File: config.mk
export PLATFORM = sky130hd
export DESIGN_NAME = palc_regs
export DESIGN_NICKNAME = d
export VERILOG_FILES = /design/src/palc_pkg.sv /design/src/palc_regs.sv
export SDC_FILE = /design/constraint.sdc
export NUM_CORES = 1
export LEC_CHECK = 0
export ABC_AREA = 0
export BUFFER_PORTS_ARGS = -buffer_cell sky130_fd_sc_hd__buf_2
export CAP_MARGIN = 20
export CORE_ASPECT_RATIO = 1.2
export CORE_MARGIN = 2
export CORE_UTILIZATION = 41
export CTS_BUF_LIST = sky130_fd_sc_hd__clkbuf_8 sky130_fd_sc_hd__clkbuf_16
export DETAILED_ROUTE_END_ITERATION = 8
export PLACE_DENSITY = 0.77
export SLEW_MARGIN = 20
export SYNTH_ARGS = -nofsm -noshare
export SYNTH_HDL_FRONTEND = slang
export SYNTH_SLANG_ARGS = --single-unit
File: constraint.sdc
create_clock -name clk -period 1.3 [get_ports clk]
set_input_delay 0.195 -clock clk [delete_from_list [all_inputs] [get_ports clk]]
set_output_delay 0.195 -clock clk [all_outputs]
set_load 0.005 [all_outputs]
File: src/palc_pkg.sv
// ----------------------------------------------------------------------------
// Palette color encoder package
// Shared widths, bus access codes, the per-transaction struct and the
// color level helpers.
// ----------------------------------------------------------------------------
package palc_pkg;

    localparam int ADDR_W     = 9;
    localparam int DATA_W     = 8;
    localparam int FIELD_W    = 3;
    localparam int LEVEL_W    = 8;
    localparam int CLOCK_W    = 2;
    localparam int LEVEL_STEP = 36;
    localparam int ADDR_SPAN  = 512;

    // Bus access codes carried in the mode field.
    typedef enum logic [2:0] {
        MODE_CTRL_WR    = 3'd0,
        MODE_ADDR_LO_WR = 3'd1,
        MODE_ADDR_HI_WR = 3'd2,
        MODE_DATA_LO_WR = 3'd3,
        MODE_DATA_HI_WR = 3'd4,
        MODE_DATA_LO_RD = 3'd5,
        MODE_DATA_HI_RD = 3'd6
    } mode_t;

    // Dot clock codes.
    localparam logic [CLOCK_W-1:0] CLOCK_FASTEST = 2'd2;
    localparam logic [CLOCK_W-1:0] CLOCK_ALIAS   = 2'd3;

    // One accepted transaction as it leaves the register stage.
    typedef struct packed {
        mode_t               mode;
        logic [DATA_W-1:0]   data;
        logic [ADDR_W-1:0]   color_index;
        logic [CLOCK_W-1:0]  clock_select;
    } access_t;

    // Scale a 3-bit color field to an 8-bit level.
    function automatic logic [LEVEL_W-1:0] level_of(input logic [FIELD_W-1:0] field);
        return LEVEL_W'(field) * LEVEL_W'(LEVEL_STEP);
    endfunction

    // Map the control byte's clock bits to a dot clock choice.
    function automatic logic [CLOCK_W-1:0] clock_of(input logic [CLOCK_W-1:0] bits);
        return (bits == CLOCK_ALIAS) ? CLOCK_FASTEST : bits;
    endfunction

endpackage

File: src/palc_regs.sv
// ----------------------------------------------------------------------------
// Palette color encoder address and control registers
// Holds the color address and dot clock choice, and describes each accepted
// transaction with the palette entry that it uses.
// ----------------------------------------------------------------------------
module palc_regs
    import palc_pkg::*;
#(
    parameter int PALETTE_ENTRIES = 512
) (
    input  logic              clk,
    input  logic              rst_n,
    input  logic              accept,
    input  mode_t             mode,
    input  logic [DATA_W-1:0] data,
    output access_t           info
);

    // The address wraps at the palette size or at the address width.
    localparam int WRAP = (PALETTE_ENTRIES < ADDR_SPAN) ? PALETTE_ENTRIES : ADDR_SPAN;

    logic [ADDR_W-1:0]  addr_reg, addr_next;
    logic [CLOCK_W-1:0] clock_reg, clock_next;
    logic [ADDR_W:0]    addr_inc;

    // Reduce the address into the palette by descending shifted subtraction.
    function automatic logic [ADDR_W-1:0] wrap_index(input logic [ADDR_W-1:0] a);
        logic [ADDR_W-1:0] r;
        r = a;
        for (int k = ADDR_W - 2; k >= 0; k--)
        begin
            if ((PALETTE_ENTRIES << k) < ADDR_SPAN)
            begin
                if (r >= ADDR_W'(PALETTE_ENTRIES << k))
                begin
                    r = r - ADDR_W'(PALETTE_ENTRIES << k);
                end
            end
        end
        return r;
    endfunction

    assign addr_inc = {1'b0, addr_reg} + (ADDR_W+1)'(1);

    // Next address and clock choice for the access on the port.
    always_comb
    begin
        addr_next  = addr_reg;
        clock_next = clock_reg;
        case (mode)
            MODE_CTRL_WR:
            begin
                clock_next = clock_of(data[CLOCK_W-1:0]);
            end
            MODE_ADDR_LO_WR:
            begin
                addr_next = {addr_reg[ADDR_W-1], data};
            end
            MODE_ADDR_HI_WR:
            begin
                addr_next = {data[0], addr_reg[DATA_W-1:0]};
            end
            MODE_DATA_HI_WR, MODE_DATA_HI_RD:
            begin
                if (addr_inc >= (ADDR_W+1)'(WRAP))
                begin
                    addr_next = '0;
                end
                else
                begin
                    addr_next = addr_inc[ADDR_W-1:0];
                end
            end
            default:
            begin
                addr_next = addr_reg;
            end
        endcase
    end

    // Transaction description handed to the RAM and result stage.
    always_comb
    begin
        info.mode         = mode;
        info.data         = data;
        info.color_index  = wrap_index(addr_reg);
        info.clock_select = clock_next;
    end

    always_ff @(posedge clk or negedge rst_n)
    begin
        if (!rst_n)
        begin
            addr_reg  <= '0;
            clock_reg <= '0;
        end
        else if (accept)
        begin
            addr_reg  <= addr_next;
            clock_reg <= clock_next;
        end
    end

endmodule

# Yosys cells after proc, flatten, opt, wreduce, memory -nomap -nowiden
# Index checks and enable logic that the tools add are counted.
# word_totals
elab_cells	22
reg_bits	11
out_inout_bits	22
input_bits	14
# op_classes
muxes	4
reduce_logical	6
magnitude_cmp	1
add_sub_neg	1
n_eq_ne	5
n_bitwise	2
# op_table
op	count
one-hot mux 9 bit (3 select lines)	1
adder 9 x 1 -> 10 bit, second input constant	1
greater-or-equal comparator 10 bit, second input constant	1
2-to-1 mux 9 bit	1
== test 3 bit, second input constant	2
AND reduction 3 bit	2
2-to-1 mux 2 bit	2
nonzero test 2 bit	2
== test 3 x 1 -> 1 bit, second input constant	1
== test 3 x 2 -> 1 bit, second input constant	1
zero test 3 bit	1
== test 2 bit, second input constant	1
NOT 1 bit	2
OR reduction 2 bit	1

# Longest topological paths before layout
# logic_depth
depth_word	4
ltp_mapped	5
ltp_nobuf	5

# Least setup slack after synthesis
# Ideal clock, no wire load.
# synth_timing
path_kind	register to register
from	reg addr_reg[0]
to	reg addr_reg[8]
arrival_ns	1.293
path_slack_ns	-0.119
period_less_slack_ns	1.419
path_buffers	0
path_stages_with_launch	6
setup_time_ns	0.126
t_required_ns	1.174
path_cell_list	dfrtp_1 ha_1 nand3_1 nor3_1 o311a_1 o32a_1
# synth_via
elab_chain_len	4
# synth_rtl
element	line	source
start: declaration	palc_regs.sv:22	logic [ADDR_W-1:0] addr_reg, addr_next;
start signal: assignment	palc_regs.sv:99	addr_reg <= addr_next;
adder 9 x 1 -> 10 bit *	palc_regs.sv:43	assign addr_inc = {1'b0, addr_reg} + (ADDR_W+1)'(1);
greater-or-equal comparator 10 bit	palc_regs.sv:65	if (addr_inc >= (ADDR_W+1)'(WRAP))
2-to-1 mux 9 bit *	palc_regs.sv:65	
one-hot mux 9 bit (3 select lines) *	palc_regs.sv:50	case (mode)
# Every way passes the cells marked *; elsewhere a longest branch is shown, timed or not.
# A chain may end at the register's enable or synchronous reset.

# Worst setup path in the final report
# layout_timing
from	reg addr_reg[3]
to	reg addr_reg[4]
# The elaborated chain is that of the path after synthesis.

==> report_table.html <==
<table>
<tr><th>Metric</th><th>Value</th></tr>
<tr><th colspan="2">Status</th></tr>
<tr><td>Run status</td><td>finished, violations left</td></tr>
<tr><td>Violations in the final reports</td><td>negative setup slack</td></tr>
<tr><th colspan="2">Finish</th></tr>
<tr><td>Non-Filler Cell Area, Final</td><td>1180 µm²</td></tr>
<tr><td>Synth-to-layout area growth</td><td>46.5%</td></tr>
<tr><td>Non-filler instance count after layout</td><td>163</td></tr>
<tr><td>Utilization of the core after routing</td><td>0.639</td></tr>
<tr><td>Antenna cell count</td><td>0</td></tr>
<tr><td>Net count, final</td><td>160</td></tr>
<tr><td>Flip-flop count of the largest register, all copies and words added</td><td>9</td></tr>
<tr><td>Fraction of layout cells with a size suffix above 1</td><td>0.521</td></tr>
<tr><th colspan="2">Setup path</th></tr>
<tr><td>Worst R2R Start</td><td>addr_reg[3]</td></tr>
<tr><td>Element type at the critical path start</td><td>flip-flop</td></tr>
<tr><td>Highest fanout seen on the critical path</td><td>4</td></tr>
<tr><td>Reg-to-reg setup timing slack</td><td>-70 ps</td></tr>
<tr><td>Critical Path End Type</td><td>flip-flop</td></tr>
<tr><td>Depth of the worst register-to-register path</td><td>4</td></tr>
<tr><td>Type of the setup path with the least slack</td><td>reg -&gt; reg</td></tr>
<tr><td>WP data required</td><td>1430 ps</td></tr>
<tr><td>Arrival time of the worst setup path</td><td>1510 ps</td></tr>
<tr><td>Reg-to-Reg End</td><td>addr_reg[4]</td></tr>
<tr><th colspan="2">Drt</th></tr>
<tr><td>DRC violations left</td><td>0</td></tr>
<tr><td>Number of vias after detailed routing</td><td>between 900 and 1000</td></tr>
<tr><td>Routed wire length per instance</td><td>15.4 µm</td></tr>
<tr><td>Detailed-router iteration count before antenna repair</td><td>4</td></tr>
<tr><td>Vias/cell</td><td>5.86</td></tr>
<tr><td>Final routed wirelength across all metal layers</td><td>~2.5 mm</td></tr>
<tr><td>Starting DRC count in detailed routing</td><td>24</td></tr>
<tr><td>Number of nets with antenna violations after detailed routing</td><td>0</td></tr>
<tr><th colspan="2">Synthesis</th></tr>
<tr><td>Sequential area share after synthesis</td><td>0.341</td></tr>
<tr><td>Top_reg_cell synth</td><td>sky130_fd_sc_hd__dfrtp_1</td></tr>
<tr><td>Avg Cell Area, Syn</td><td>8.41 µm²</td></tr>
<tr><td>List of most frequent post-synthesis cells</td><td>sky130_fd_sc_hd__buf_4 (11), sky130_fd_sc_hd__dfrtp_1 (11), sky130_fd_sc_hd__a21oi_1 (10)</td></tr>
<tr><td>Post-synthesis cell type with the largest combined area</td><td>sky130_fd_sc_hd__dfrtp_1</td></tr>
<tr><td>Total of warnings raised by yosys</td><td>0</td></tr>
<tr><td>Number of flops mapped to enable cells by yosys</td><td>0</td></tr>
<tr><td>Cells after Synth</td><td>96</td></tr>
<tr><td>Area of the mapped netlist</td><td>807 µm²</td></tr>
<tr><td>Share of the synthesized area in the top cell type</td><td>0.341</td></tr>
<tr><td>Fraction of registers with async set or reset after synthesis</td><td>1.00</td></tr>
<tr><td>Synth Register Bits</td><td>11</td></tr>
<tr><td>Syn nets</td><td>111</td></tr>
<tr><td>Count of cell types in the netlist</td><td>33</td></tr>
<tr><td>Main area contributors after synthesis</td><td>sky130_fd_sc_hd__dfrtp_1 (34%), sky130_fd_sc_hd__buf_4 (10%), sky130_fd_sc_hd__a21oi_1 (6.2%), sky130_fd_sc_hd__mux2_2 (5.6%), sky130_fd_sc_hd__o21ai_0 (5.0%)</td></tr>
<tr><th colspan="2">Placed design</th></tr>
<tr><td>Placed Cells incl. Taps</td><td>~150</td></tr>
<tr><td>RD Place Congestion</td><td>0.843</td></tr>
<tr><td>Port bufs</td><td>35</td></tr>
<tr><td>DPL Wire Length</td><td>1.72 mm</td></tr>
<tr><td>Worst Setup Slack post-DPL</td><td>-128 ps</td></tr>
<tr><td>Placed inst area</td><td>1050 µm²</td></tr>
<tr><th colspan="2">STA</th></tr>
<tr><td>Fin Clk Skew</td><td>1.84 ps</td></tr>
<tr><td>Time the worst path needs with I/O delays and setup</td><td>1370 ps</td></tr>
<tr><td>Final Max Slew Viols</td><td>0</td></tr>
<tr><td>Least setup slack across all paths after layout</td><td>-73.5 ps</td></tr>
<tr><td>Final hold viol count</td><td>0</td></tr>
<tr><td>Setup repair after global routing missed its margin</td><td>yes</td></tr>
<tr><td>Fin crit share</td><td>1.06</td></tr>
<tr><td>Worst-Margin Slew</td><td>431 ps</td></tr>
<tr><td>Final-report setup violation count</td><td>5</td></tr>
<tr><td>Highest Clock Rate</td><td>728 MHz</td></tr>
<tr><td>Slew HR</td><td>0.713</td></tr>
<tr><th colspan="2">Worst hold path</th></tr>
<tr><td>Worst hold path stage count</td><td>3</td></tr>
<tr><td>Worst-case hold path end point</td><td>addr_reg[5]</td></tr>
<tr><td>Hold_sp</td><td>data[5]</td></tr>
<tr><td>Path category of the worst min-delay check</td><td>in -&gt; reg</td></tr>
<tr><th colspan="2">Global routing</th></tr>
<tr><td>Largest net degree at the start of global routing</td><td>12</td></tr>
<tr><td>Wire length of the first global-routing pass</td><td>3.43 mm</td></tr>
<tr><td>Total overflow reported by the global router</td><td>0</td></tr>
<tr><td>Antenna violations before repair</td><td>0</td></tr>
<tr><td>Via count of the first global-routing pass</td><td>806</td></tr>
<tr><td>Total routing usage reported by global routing</td><td>0.203</td></tr>
<tr><th colspan="2">Floorplan</th></tr>
<tr><td>Floorplan die height</td><td>52.6 µm</td></tr>
<tr><td>I/O pin count</td><td>36</td></tr>
<tr><td>Cell Rows</td><td>17</td></tr>
<tr><td>Total Die Area</td><td>2340 µm²</td></tr>
<tr><td>Core Footprint</td><td>1850 µm²</td></tr>
<tr><td>Effective utilization at floorplan</td><td>0.436</td></tr>
<tr><td>Die Wd</td><td>between 40 and 50 µm</td></tr>
<tr><th colspan="2">Power and ir drop</th></tr>
<tr><td>Max VDD drop</td><td>0.000910 V</td></tr>
<tr><td>Total power divided by cell area</td><td>1250 nW/µm²</td></tr>
<tr><td>Static leakage</td><td>about 0.6 nW</td></tr>
<tr><th colspan="2">CTS</th></tr>
<tr><td>Clock transition at the register clock pins on the worst setup and hold paths after CTS</td><td>around 60 ps</td></tr>
<tr><td>Number of levels in the clock H-tree</td><td>1</td></tr>
<tr><td>Clock tree root buffer cell</td><td>sky130_fd_sc_hd__clkbuf_8</td></tr>
<tr><td>Sink Count</td><td>11</td></tr>
<tr><td>Clock tree from TritonCTS</td><td>done</td></tr>
<tr><td>Deepest clock path buffer count</td><td>2</td></tr>
<tr><td>Clock latency reported for the late side of the worst-skew pair</td><td>250 ps</td></tr>
<tr><td>Num CTS Buffers</td><td>3</td></tr>
<tr><th colspan="2">Flow run</th></tr>
<tr><td>Number of max-cap violations</td><td>0</td></tr>
</table>
-- repair_timing --
item | in CTS | in global routing
setup buffers | 2 | 2
hold endpoints to repair | 11 | 0
hold buffers | 1 | 0
resized for setup | 2 | 12
pin swaps | 0 | 3
setup endpoints to repair | 5 | 8
-- kinds of logic (layout without fill, tap and decap cells) --
logic type                 count (synthesis)  in the layout  synth area share
and+or+nand+nor                           31             31             0.209
AOI/OAI and AO/OA                         31             31             0.240
muxes                                      4              4            0.0558
buffers and inverters                     18             66             0.138
adders and majority gates                  1              1            0.0155
DFF                                       11             11             0.341
-- placed cells by master, fill, tap and decap left out, types with 2 or more instances in the layout --
cell type and n:
sky130_fd_sc_hd__o21bai_1 2, sky130_fd_sc_hd__mux2_2 4, sky130_fd_sc_hd__dfrtp_1 8, sky130_fd_sc_hd__a21o_1 2
sky130_fd_sc_hd__dfrtp_2 3, sky130_fd_sc_hd__nand2_1 6, sky130_fd_sc_hd__and4_1 2, sky130_fd_sc_hd__nor2_1 6
sky130_fd_sc_hd__buf_4 21, sky130_fd_sc_hd__buf_2 35, sky130_fd_sc_hd__o21ai_2 2, sky130_fd_sc_hd__nand3_1 2
sky130_fd_sc_hd__nor3_1 2, sky130_fd_sc_hd__o21ai_1 2, sky130_fd_sc_hd__nand2b_1 2, sky130_fd_sc_hd__inv_1 6
sky130_fd_sc_hd__clkbuf_8 3, sky130_fd_sc_hd__a21oi_1 9, sky130_fd_sc_hd__o21ai_0 5
-- routing by layer --
layer,track usage,part of all wire,vias to the layer above
met4,0.126,0.041,0
met1,0.231,0.37,456
li1,-,-,444
met3,0.0345,0.076,11
met5,0,0,-
met2,0.343,0.51,44
-- through the flow --
| step | setup TNS, ps | power [mW] | hold slack, ps |
|---|---|---|---|
| 6_report | -189 | 1.48 | 231 |
| 5_1_grt | -358 | 1.56 | 236 |
| 3_5_place_dp | -896 | 1.03 | 84.2 |
| 2_1_floorplan | -66.0 | 0.756 | -101 |
| 4_1_cts | -106 | 1.41 | 233 |
| 3_3_place_gp | -385 | 1.00 | 79.0 |
-- critical path, stage by stage, from the launching register on --
cell and delay (ps):
sky130_fd_sc_hd__dfrtp_1 440, sky130_fd_sc_hd__and4_1 260, sky130_fd_sc_hd__a31o_2 230, sky130_fd_sc_hd__nor2_1 60, sky130_fd_sc_hd__a211o_1 260
-- worst max path at each step --
| stage | start | end | slack [ps] |
|---|---|---|---|
| after floorplan | addr_reg[0] | addr_reg[4] | -40 |
| after global routing | addr_reg[0] | addr_reg[4] | -100 |
| after global placement | mode[0] | addr_reg[0] | -70 |
| final | addr_reg[3] | addr_reg[4] | -70 |
| after CTS | addr_reg[1] | addr_reg[8] | -60 |
| after detailed placement | mode[0] | addr_reg[4] | -130 |
-- layout make-up --
cell class,count,area (µm²)
fillers,151,668
clock inverters,1,3.75
well taps,19,23.8
inverters,5,18.8
flip-flops and latches,11,279
clock buffers,3,41.3
repair buffers,57,343
multi-input cells,67,473
-- power by group --
part / total (mW) / internal, mW / switching, mW
clock network: 0.361 / 0.209 / 0.152
registers: 0.527 / 0.433 / 0.0937
logic: 0.591 / 0.335 / 0.257
Power figures use the tool's default switching activity.
